$ cat src/design/rhsv_pkg.sv
// ----------------------------------------------------------------------------
// RGB to HSV package
// Constants, the classified item type and the divider step shared by the unit.
// ----------------------------------------------------------------------------
package rhsv_pkg;

   localparam int unsigned CHAN_BITS  = 8;
   localparam int unsigned QUO_BITS   = 8;
   localparam int unsigned REM_BITS   = 16;
   localparam int unsigned SHIFT_BITS = $clog2(QUO_BITS);

   localparam int unsigned FIFO_DEPTH_DEFAULT = 4;

   localparam logic [CHAN_BITS-1:0] SAT_FULL     = 8'd255;
   localparam logic [CHAN_BITS-1:0] HUE_SPAN     = 8'd43;
   localparam logic [CHAN_BITS-1:0] HUE_BASE_RED = 8'd0;
   localparam logic [CHAN_BITS-1:0] HUE_BASE_GRN = 8'd85;
   localparam logic [CHAN_BITS-1:0] HUE_BASE_BLU = 8'd171;

   // One pixel after classification, ready for the two divisions.
   typedef struct packed {
      logic [REM_BITS-1:0]  sat_num;   // 255 * spread
      logic [CHAN_BITS-1:0] sat_div;   // maximum channel
      logic [REM_BITS-1:0]  hue_num;   // 43 * |channel difference|
      logic [CHAN_BITS-1:0] hue_div;   // spread
      logic [CHAN_BITS-1:0] base;      // sector base
      logic                 neg;       // channel difference is negative
      logic                 zero;      // grey or black pixel
      logic [CHAN_BITS-1:0] value;
   } rhsv_item_type;

   typedef struct packed {
      logic [REM_BITS-1:0] rem;
      logic                quo_bit;
   } rhsv_step_type;

   // One restoring division step against the divisor shifted by the given amount.
   function automatic rhsv_step_type div_step(input logic [REM_BITS-1:0]   rem,
                                              input logic [CHAN_BITS-1:0]  dvs,
                                              input logic [SHIFT_BITS-1:0] shift);
      logic [REM_BITS-1:0] trial;
      rhsv_step_type       res;
      trial = REM_BITS'(dvs) << shift;
      if (rem >= trial) begin
         res.rem     = rem - trial;
         res.quo_bit = 1'b1;
      end else begin
         res.rem     = rem;
         res.quo_bit = 1'b0;
      end
      return res;
   endfunction

endpackage

$ cat src/design/rgb_to_hsv_8bit_unit.sv
// ----------------------------------------------------------------------------
// RGB to HSV converter, 8 bits per channel
// Streams RGB pixels in and HSV pixels out, one transaction per clock when nothing stalls.
// ----------------------------------------------------------------------------
//
//   Channel   Ports                                   Direction   Moves
//   req       req_valid/ready, req_red/green/blue     in          one RGB pixel
//   rsp       rsp_valid/ready, rsp_hue/saturation/    out         one HSV pixel
//             rsp_value
//
// One transaction is accepted per clock when nothing stalls; the rate is set by
// the divider pipeline, which advances a stage whenever its content moves on.
// A pixel passes the queue register, the eight divider stages and the output
// register, in that order, before it shows on rsp.
// Reset (synchronous, active high) empties the queue and the pipeline.
// A stall on rsp backs up through the pipeline into the queue; req_ready drops
// only once the queue is full.
//
// The front end classifies each pixel: the maximum channel is the value, the
// spread is max minus min, and the sector (red, green, blue, checked in that
// order on ties) gives the hue base and the signed difference of the other two
// channels. The back end divides 255*spread by max for saturation and
// 43*|difference| by spread for the hue offset, both as restoring dividers
// resolving one quotient bit per stage. Because the hue quotient is formed from
// the magnitude, applying the sign afterwards gives truncation toward zero.
// A grey or black pixel (zero spread) forces hue and saturation to zero.
// ----------------------------------------------------------------------------
module rgb_to_hsv_8bit_unit #(
   parameter int unsigned DEPTH = rhsv_pkg::FIFO_DEPTH_DEFAULT
) (
   input  logic                           clock,
   input  logic                           reset,
   input  logic                           req_valid,
   output logic                           req_ready,
   input  logic [rhsv_pkg::CHAN_BITS-1:0] req_red,
   input  logic [rhsv_pkg::CHAN_BITS-1:0] req_green,
   input  logic [rhsv_pkg::CHAN_BITS-1:0] req_blue,
   output logic                           rsp_valid,
   input  logic                           rsp_ready,
   output logic [rhsv_pkg::CHAN_BITS-1:0] rsp_hue,
   output logic [rhsv_pkg::CHAN_BITS-1:0] rsp_saturation,
   output logic [rhsv_pkg::CHAN_BITS-1:0] rsp_value
);
   import rhsv_pkg::*;

   rhsv_item_type front_item;
   rhsv_item_type queue_item;
   logic          queue_valid;
   logic          queue_ready;

   // Classification is combinational; the queue registers its result.
   rhsv_front u_front (
      .red   (req_red),
      .green (req_green),
      .blue  (req_blue),
      .item  (front_item)
   );

   rhsv_fifo #(
      .DEPTH (DEPTH)
   ) u_fifo (
      .clock      (clock),
      .reset      (reset),
      .push_valid (req_valid),
      .push_ready (req_ready),
      .push_item  (front_item),
      .pop_valid  (queue_valid),
      .pop_ready  (queue_ready),
      .pop_item   (queue_item)
   );

   rhsv_back u_back (
      .clock          (clock),
      .reset          (reset),
      .item_valid     (queue_valid),
      .item_ready     (queue_ready),
      .item           (queue_item),
      .out_valid      (rsp_valid),
      .out_ready      (rsp_ready),
      .out_hue        (rsp_hue),
      .out_saturation (rsp_saturation),
      .out_value      (rsp_value)
   );

endmodule

$ cat src/design/rhsv_front.sv
// ----------------------------------------------------------------------------
// RGB to HSV front end
// Finds maximum, minimum and sector of a pixel and forms the division operands.
// ----------------------------------------------------------------------------
module rhsv_front (
   input  logic [rhsv_pkg::CHAN_BITS-1:0] red,
   input  logic [rhsv_pkg::CHAN_BITS-1:0] green,
   input  logic [rhsv_pkg::CHAN_BITS-1:0] blue,
   output rhsv_pkg::rhsv_item_type        item
);
   import rhsv_pkg::*;

   logic [CHAN_BITS-1:0] hi;
   logic [CHAN_BITS-1:0] lo;
   logic [CHAN_BITS-1:0] spread;
   logic [CHAN_BITS:0]   diff;
   logic [CHAN_BITS-1:0] mag;

   always_comb begin
      lo = (red < green) ? red : green;
      if (blue < lo) begin
         lo = blue;
      end
      // Ties go to red first, then green.
      if (red >= green && red >= blue) begin
         hi        = red;
         item.base = HUE_BASE_RED;
         diff      = {1'b0, green} - {1'b0, blue};
      end else if (green >= blue) begin
         hi        = green;
         item.base = HUE_BASE_GRN;
         diff      = {1'b0, blue} - {1'b0, red};
      end else begin
         hi        = blue;
         item.base = HUE_BASE_BLU;
         diff      = {1'b0, red} - {1'b0, green};
      end
      spread = hi - lo;
      mag    = diff[CHAN_BITS] ? CHAN_BITS'(-diff) : diff[CHAN_BITS-1:0];

      item.sat_num = REM_BITS'(spread) * REM_BITS'(SAT_FULL);
      item.sat_div = hi;
      item.hue_num = REM_BITS'(mag) * REM_BITS'(HUE_SPAN);
      item.hue_div = spread;
      item.neg     = diff[CHAN_BITS];
      item.zero    = (spread == '0);
      item.value   = hi;
   end

endmodule

$ cat src/design/rhsv_fifo.sv
// ----------------------------------------------------------------------------
// RGB to HSV item queue
// Short register queue between the front end and the divider pipeline.
// ----------------------------------------------------------------------------
module rhsv_fifo #(
   parameter int unsigned DEPTH = rhsv_pkg::FIFO_DEPTH_DEFAULT
) (
   input  logic                    clock,
   input  logic                    reset,
   input  logic                    push_valid,
   output logic                    push_ready,
   input  rhsv_pkg::rhsv_item_type push_item,
   output logic                    pop_valid,
   input  logic                    pop_ready,
   output rhsv_pkg::rhsv_item_type pop_item
);
   import rhsv_pkg::*;

   localparam int unsigned PTR_BITS = (DEPTH > 1) ? $clog2(DEPTH) : 1;
   localparam int unsigned CNT_BITS = $clog2(DEPTH + 1);

   rhsv_item_type       mem_ff [DEPTH];
   logic [PTR_BITS-1:0] wr_ptr_ff, wr_ptr_in;
   logic [PTR_BITS-1:0] rd_ptr_ff, rd_ptr_in;
   logic [CNT_BITS-1:0] count_ff, count_in;
   logic                push, pop;

   assign push_ready = (count_ff != CNT_BITS'(DEPTH));
   assign pop_valid  = (count_ff != '0);
   assign pop_item   = mem_ff[rd_ptr_ff];
   assign push       = push_valid && push_ready;
   assign pop        = pop_valid && pop_ready;

   always_comb begin
      wr_ptr_in = wr_ptr_ff;
      rd_ptr_in = rd_ptr_ff;
      count_in  = count_ff;
      if (push) begin
         wr_ptr_in = (wr_ptr_ff == PTR_BITS'(DEPTH - 1)) ? '0 : wr_ptr_ff + 1'b1;
      end
      if (pop) begin
         rd_ptr_in = (rd_ptr_ff == PTR_BITS'(DEPTH - 1)) ? '0 : rd_ptr_ff + 1'b1;
      end
      if (push && !pop) begin
         count_in = count_ff + 1'b1;
      end else if (pop && !push) begin
         count_in = count_ff - 1'b1;
      end
   end

   always_ff @(posedge clock) begin
      if (reset) begin
         wr_ptr_ff <= '0;
         rd_ptr_ff <= '0;
         count_ff  <= '0;
      end else begin
         wr_ptr_ff <= wr_ptr_in;
         rd_ptr_ff <= rd_ptr_in;
         count_ff  <= count_in;
      end
   end

   always_ff @(posedge clock) begin
      if (push) begin
         mem_ff[wr_ptr_ff] <= push_item;
      end
   end

endmodule

$ cat src/design/rhsv_back.sv
// ----------------------------------------------------------------------------
// RGB to HSV back end
// Stallable pipeline of restoring divider steps, one quotient bit per stage.
// ----------------------------------------------------------------------------
module rhsv_back (
   input  logic                           clock,
   input  logic                           reset,
   input  logic                           item_valid,
   output logic                           item_ready,
   input  rhsv_pkg::rhsv_item_type        item,
   output logic                           out_valid,
   input  logic                           out_ready,
   output logic [rhsv_pkg::CHAN_BITS-1:0] out_hue,
   output logic [rhsv_pkg::CHAN_BITS-1:0] out_saturation,
   output logic [rhsv_pkg::CHAN_BITS-1:0] out_value
);
   import rhsv_pkg::*;

   typedef struct packed {
      logic [REM_BITS-1:0]  rem_s;
      logic [CHAN_BITS-1:0] div_s;
      logic [QUO_BITS-1:0]  quo_s;
      logic [REM_BITS-1:0]  rem_h;
      logic [CHAN_BITS-1:0] div_h;
      logic [QUO_BITS-1:0]  quo_h;
      logic [CHAN_BITS-1:0] base;
      logic                 neg;
      logic                 zero;
      logic [CHAN_BITS-1:0] value;
   } stage_type;

   stage_type            stage_ff [QUO_BITS];
   stage_type            stepped  [QUO_BITS];
   logic [QUO_BITS-1:0]  valid_ff;
   logic [QUO_BITS:0]    take;
   stage_type            entry;
   stage_type            last;
   logic                 out_valid_ff;
   logic [CHAN_BITS-1:0] hue_ff, hue_in;
   logic [CHAN_BITS-1:0] sat_ff, sat_in;
   logic [CHAN_BITS-1:0] value_ff;

   // Stage i takes a new entry when it is empty or its content moves on.
   always_comb begin
      take[QUO_BITS] = !out_valid_ff || out_ready;
      for (int i = QUO_BITS - 1; i >= 0; i--) begin
         take[i] = !valid_ff[i] || take[i+1];
      end
   end

   assign item_ready = take[0];

   always_comb begin
      entry.rem_s = item.sat_num;
      entry.div_s = item.sat_div;
      entry.quo_s = '0;
      entry.rem_h = item.hue_num;
      entry.div_h = item.hue_div;
      entry.quo_h = '0;
      entry.base  = item.base;
      entry.neg   = item.neg;
      entry.zero  = item.zero;
      entry.value = item.value;
   end

   // Stage i resolves quotient bit QUO_BITS-1-i of both divisions.
   always_comb begin
      rhsv_step_type ss, sh;
      for (int i = 0; i < QUO_BITS; i++) begin
         ss = div_step(stage_ff[i].rem_s, stage_ff[i].div_s,
                       SHIFT_BITS'(QUO_BITS - 1 - i));
         sh = div_step(stage_ff[i].rem_h, stage_ff[i].div_h,
                       SHIFT_BITS'(QUO_BITS - 1 - i));
         stepped[i]       = stage_ff[i];
         stepped[i].rem_s = ss.rem;
         stepped[i].quo_s = {stage_ff[i].quo_s[QUO_BITS-2:0], ss.quo_bit};
         stepped[i].rem_h = sh.rem;
         stepped[i].quo_h = {stage_ff[i].quo_h[QUO_BITS-2:0], sh.quo_bit};
      end
   end

   assign last = stepped[QUO_BITS-1];

   always_comb begin
      if (last.zero) begin
         hue_in = '0;
         sat_in = '0;
      end else begin
         hue_in = last.neg ? last.base - CHAN_BITS'(last.quo_h)
                           : last.base + CHAN_BITS'(last.quo_h);
         sat_in = CHAN_BITS'(last.quo_s);
      end
   end

   always_ff @(posedge clock) begin
      if (reset) begin
         valid_ff     <= '0;
         out_valid_ff <= 1'b0;
      end else begin
         if (take[0]) begin
            valid_ff[0] <= item_valid;
         end
         for (int i = 1; i < QUO_BITS; i++) begin
            if (take[i]) begin
               valid_ff[i] <= valid_ff[i-1];
            end
         end
         if (take[QUO_BITS]) begin
            out_valid_ff <= valid_ff[QUO_BITS-1];
         end
      end
   end

   always_ff @(posedge clock) begin
      if (take[0]) begin
         stage_ff[0] <= entry;
      end
      for (int i = 1; i < QUO_BITS; i++) begin
         if (take[i]) begin
            stage_ff[i] <= stepped[i-1];
         end
      end
      if (take[QUO_BITS]) begin
         hue_ff   <= hue_in;
         sat_ff   <= sat_in;
         value_ff <= last.value;
      end
   end

   assign out_valid      = out_valid_ff;
   assign out_hue        = hue_ff;
   assign out_saturation = sat_ff;
   assign out_value      = value_ff;

endmodule

$ cat config.mk
export PLATFORM = sky130hd
export DESIGN_NAME = rgb_to_hsv_8bit_unit
export DESIGN_NICKNAME = d
export VERILOG_FILES = /design/src/design/rhsv_pkg.sv /design/src/design/rgb_to_hsv_8bit_unit.sv /design/src/design/rhsv_front.sv /design/src/design/rhsv_fifo.sv /design/src/design/rhsv_back.sv
export SDC_FILE = /design/constraint.sdc
export NUM_CORES = 1
export LEC_CHECK = 0
export BUFFER_PORTS_ARGS = -buffer_cell sky130_fd_sc_hd__buf_2
export CORE_ASPECT_RATIO = 1.75
export CORE_MARGIN = 2
export CORE_UTILIZATION = 49
export DETAILED_ROUTE_END_ITERATION = 10
export PLACE_DENSITY = 0.68
export SLEW_MARGIN = 0
export SYNTH_ARGS = -nofsm -noshare
export SYNTH_HDL_FRONTEND = slang
export SYNTH_SLANG_ARGS = --single-unit
$ cat constraint.sdc
create_clock -name clock -period 16.3 [get_ports clock]
set_clock_uncertainty 0.05 [all_clocks]
set_input_delay 3.26 -clock clock [delete_from_list [all_inputs] [get_ports clock]]
set_output_delay 3.26 -clock clock [all_outputs]
set_load 0.03 [all_outputs]
; Word level (Yosys, flattened, before mapping)
; Memories as Yosys holds them, arrays and structs flattened. A register that Yosys moved wholly into a read port is not among the register bits.
; Cells that the tools add are included.
[word_totals]
output_inout_bits = 26
ramBits = 912
wordCells = 146
register_bits = 40
mem_count = 2
in_bits = 28
[memory_table]
columns = name, words, word_bits, read_ports, rd_ports_with_merged_regs, wr, line
row1 = u_back.stage_ff, 8, 82, 8, 0, 8, rhsv_back.sv:32  ; stage_type stage_ff [QUO_BITS];
row2 = u_fifo.mem_ff, 4, 64, 1, 1, 1, rhsv_fifo.sv:22  ; rhsv_item_type mem_ff [DEPTH];
[classes]
muxes = 50
n_eq_ne = 3
n_addsub = 25
magnitude_cmp = 21
n_reduce_logical = 28
mul = 2
[ops]
columns = op, count
row1 = 17-bit two-way mux, 14
row2 = 8-bit two-way mux, 8
row3 = 16-bit by 10-bit greater-or-equal comparator with 1-bit output, 2
row4 = 16-bit by 11-bit greater-or-equal comparator with 1-bit output, 2
row5 = 16-bit by 12-bit greater-or-equal comparator with 1-bit output, 2
row6 = 16-bit by 13-bit greater-or-equal comparator with 1-bit output, 2
row7 = 16-bit by 14-bit greater-or-equal comparator with 1-bit output, 2
row8 = 16-bit by 15-bit greater-or-equal comparator with 1-bit output, 2
row9 = 16-bit by 8-bit greater-or-equal comparator with 1-bit output, 2
row10 = 16-bit by 9-bit greater-or-equal comparator with 1-bit output, 2
row11 = 16-bit by 10-bit subtractor with 16-bit output, 2
row12 = 16-bit by 11-bit subtractor with 16-bit output, 2
row13 = 16-bit by 12-bit subtractor with 16-bit output, 2
row14 = 16-bit by 13-bit subtractor with 16-bit output, 2
row15 = 16-bit by 14-bit subtractor with 16-bit output, 2
row16 = 16-bit by 15-bit subtractor with 16-bit output, 2
row17 = 16-bit by 9-bit subtractor with 16-bit output, 2
row18 = 8-bit by 8-bit subtractor with 9-bit output, 3
row19 = 8-bit greater-or-equal comparator, 3
row20 = 1-bit two-way mux, 20
row21 = 9-bit two-way mux, 2
row22 = 8-bit less-than comparator, 2
row23 = "8-bit by 8-bit multiplier with 16-bit output, second input constant", 1
row24 = 8-bit subtractor, 2
row25 = 16 further kinds, 44

; Longest topological paths before layout
[logic_depth]
ltp_word = 14
mapped_depth = 40
ltp_nobuf = 39

; Modules after synthesis
; From an unflattened synthesis, not the netlist that was laid out.
[unflattened]
hier_cells = 2948
area_unflattened_um2 = 42383.1
[by_module_without_submodules]
columns = module, instances, seq_area_each_um2, area_per_inst_um2, cells_per_inst
row1 = rhsv_back, 1, 18437.7, 27269.9, 1909
row2 = rhsv_fifo, 1, 8107.8, 9999.6, 392
row3 = rhsv_front, 1, 0.0, 5113.7, 647

; Worst setup path before layout
; OpenSTA, ideal clock, no wires.
[synth_timing]
kind = input-to-reg
startpoint = input port req_green[1] (netlist name)
endpoint = memory u_fifo.mem_ff[0][63] (netlist name), data pin
n_path_buf = 1
path_stages = 34
path_slack_ns = 4.378
required_time_ns = 15.968
setup_time_ns = 0.282
arrival_ns = 11.590
cell_sequence = inv_1 -> ha_1 -> nor2b_1 -> o2111ai_1 -> nand3_1 -> a31oi_4 -> clkbuf_1 -> nor2_1 -> a21oi_1 -> ha_1 -> a21o_1 -> a21oi_1 -> o21ai_0 -> o41ai_4 -> mux2_2 -> ha_1 -> a21o_1 -> a21o_1 -> a21oi_1 -> o21bai_1 -> xor2_1 -> inv_1 -> fa_1 -> fa_1 -> fa_1 -> fa_1 -> inv_1 -> ha_1 -> o21ai_0 -> nand2b_1 -> a21o_1 -> a41o_1 -> o41ai_1 -> xnor2_1
[synth_lines]
columns = element, line
row1 = from (decl), rgb_to_hsv_8bit_unit.sv:36  ; input logic [rhsv_pkg::CHAN_BITS-1:0] req_green,
row2 = to (decl), rhsv_fifo.sv:22

==> impl_metrics.toml <==
[status]
run_status = "completed"

[synthesis]
post_synth_inst_count = 2675
synth_cell_types = 80
synthArstFlopShare_pct = 0
ys_ff_latch = 712
synth_ff_type = "edfxtp_1"
ys_warn_count = 0
yosys-top-cells-area = "edfxtp_1 58%, ha_1 9.0%, inv_1 3.6%, mux4_2 3.2%, fa_1 3.1%"
yosysSeqAreaShare_pct = 59.4
synth_top_area_share_pct = 58.4
synth_fp_nets = 3014
netlist_area_um2 = 35700
synth_enable_flop_cells = 694
syn_area_per_cell_um2 = 13.4
synth_top_area_cell = "edfxtp_1"

[worst_setup_path]
endpoint_kind = "flip-flop"
path_max_fanout = 17
crit_path_start_kind = "input pin"
crit_buf_inv = 4
crit_path_max_incr_delay_ns = 0.79
path_class = "in2reg"
critical_path.top_delay_family = "compound AO/OA/AOI/OAI gates"
required_ns = 16.58
worst_ep_arrival_time_ns = 12.63
cpMaxStageDelayCell = "xnor2_1"

[clock_network]
cts_setup_buffers = 0
clk_pin_slew_ns = 0.07
numCtsBuffers = 59
clk_latency_ns = 0.61
cts_resized = 0
cts.root.buffer_cell = "clkbuf_16"
postCtsHoldBufs = 0
clockBufferDepth = 3
cts.sinks = 712
cts_tree = "done"
htreeDepth = 2

[timing]
rsz0062_at_grt = "false"
slew_headroom_pct = 18.5
setup_viol_count_final = 0
fin_crit_ns = 12.35
worst_pin_slew_ns = 1.21
fin_setup_tns_ns = 0
fmax_mhz = 81.0
hold_viol_final = 0
fin_crit_sh_pct = 75.8
finalMaxSlewViolations = 0

[global_routing]
grt_pass1_wl_um = 106000
grt_overflow = 0
grt_use_total_pct = 17.6
grt_pass1_vias = 21705
antenna_found_initial = 0
grt_start_max_net_pins = 68

[finish]
antennaDiodeCount = 0
final_nets = 3108
area_growth_pct = 9.66
final_common_cell = "edfxtp_1"
final_cell_mix = "694 x edfxtp_1, 339 x inv_1, 256 x ha_1"
num-fill-cells = 5884
drive_gt1_share_pct = 10.1

[drt]
routed_wl_um = 64600
antenna_left = 0
drc = 0
vias = 20088
first_pass_iters = 6
wire_per_inst_um = 17.2
drtIter0Drc = 922
viasPerCell = 5.36

[placement]
port_buffers = 53
hpwl_um = 49900
gp_congestion = 0.899

[run]
cap_violations = 0

[die]
rows = 131
initial_utilization_pct = 49.3
die_w_um = 208
ioPinCount = 54
dieHeight_um = 361
coreArea_um2 = 72400
die-area_um2 = 75100

[hold_path]
hp-class = "reg2reg"
registers in the layout (all words and copies together), names as in the netlist, named ones only:
| name | cells |
|---|---|
| u_back.out_hue | 8 |
| u_back.out_saturation | 8 |
| u_back.out_valid | 1 |
| u_back.out_value | 8 |
| u_back.stage_ff | 470 |
| u_back.valid_ff | 8 |
| u_fifo.count_ff | 3 |
| u_fifo.mem_ff | 200 |
| u_fifo.rd_ptr_ff | 2 |
| u_fifo.wr_ptr_ff | 2 |
per-stage QoR:
step	instance area, um2	std cells	hold WS, ns	utilization, %	setup WS [ns]
finish	39200	3751	0.349	54.1	3.95
global route	39200	3751	0.364	54.1	3.24
CTS	39200	3751	0.354	54.1	3.87
detailed placement	37100	3639	0.355	51.3	3.26
global placement	37100	3639	0.352	51.3	3.37
floorplan	35700	2675	0.350	-	4.38
cell families (layout without fill, tap and decap cells):
logic type               Yosys count  in the layout  synth area share [%]
flip-flops                       712            712                  59.4
AO/OA/AOI/OAI                    443            443                  7.88
XOR/XNOR                         165            165                  4.05
multiplexers                     107            107                  4.90
AND/OR/NAND/NOR                  555            555                  7.65
adder cells (fa/ha/maj)          311            311                  12.1
buffers and inverters            382            527                  4.11
worst paths after layout:
| path | cells after the start | slack (ns) | endpoint | start |
|---|---|---|---|---|
| setup / recovery | 38 | 3.95 | u_fifo.mem_ff[1][63] | req_green[1] |
| hold / removal | 0 | 0.35 | u_back.stage_ff[0][92] | u_back.stage_ff[0][10] |
| setup reg to reg | 21 | 11.78 | u_back.out_hue[7] | u_back.stage_ff[1][312] |
| hold reg to reg | 0 | 0.35 | u_back.stage_ff[0][92] | u_back.stage_ff[0][10] |
Yosys cell counts, types with 7 or more instances:
library cell,n
o21a_1,15
a21oi_1,122
o31ai_1,20
ha_1,256
nand2_1,131
edfxtp_1,694
mux4_2,50
nor3_1,26
nand2b_1,24
nand3_1,23
mux2i_1,27
or3_1,15
nor2b_1,49
nor2_1,179
fa_1,55
nand4_1,26
xor2_1,63
and3_1,11
or4_1,8
nor4_1,17
a21o_1,58
xnor2_1,102
a31oi_1,14
a21boi_0,30
dfxtp_1,18
nand3b_1,8
mux2_2,28
inv_1,342
clkbuf_1,30
or2_2,7
o211ai_1,10
o21ai_0,118
o21bai_1,13
layer usage:
metal	track usage (%)	wire (um)	vias to the layer above
li1	-	-	9869
met1	14.8	20100	9749
met2	38.4	39800	310
met3	1.97	1580	160
met4	8.47	3130	0
met5	0	0	-
layout make-up:
cell class                      instances  area (um2)  share of cell area [%]
Inverter                              342        1280                    3.28
Timing Repair Buffer                   73         415                    1.06
Multi-Input combinational cell       1581       13100                    33.4
Clock inverter                         44         495                    1.27
Sequential cell                       712       21200                    54.2
Tap cell                              931        1160                    2.97
Clock buffer                           68        1530                    3.91
Power is left out: the tool's default activity adds up to more than one toggle a clock period on the data nets, which glitch-free logic cannot reach.
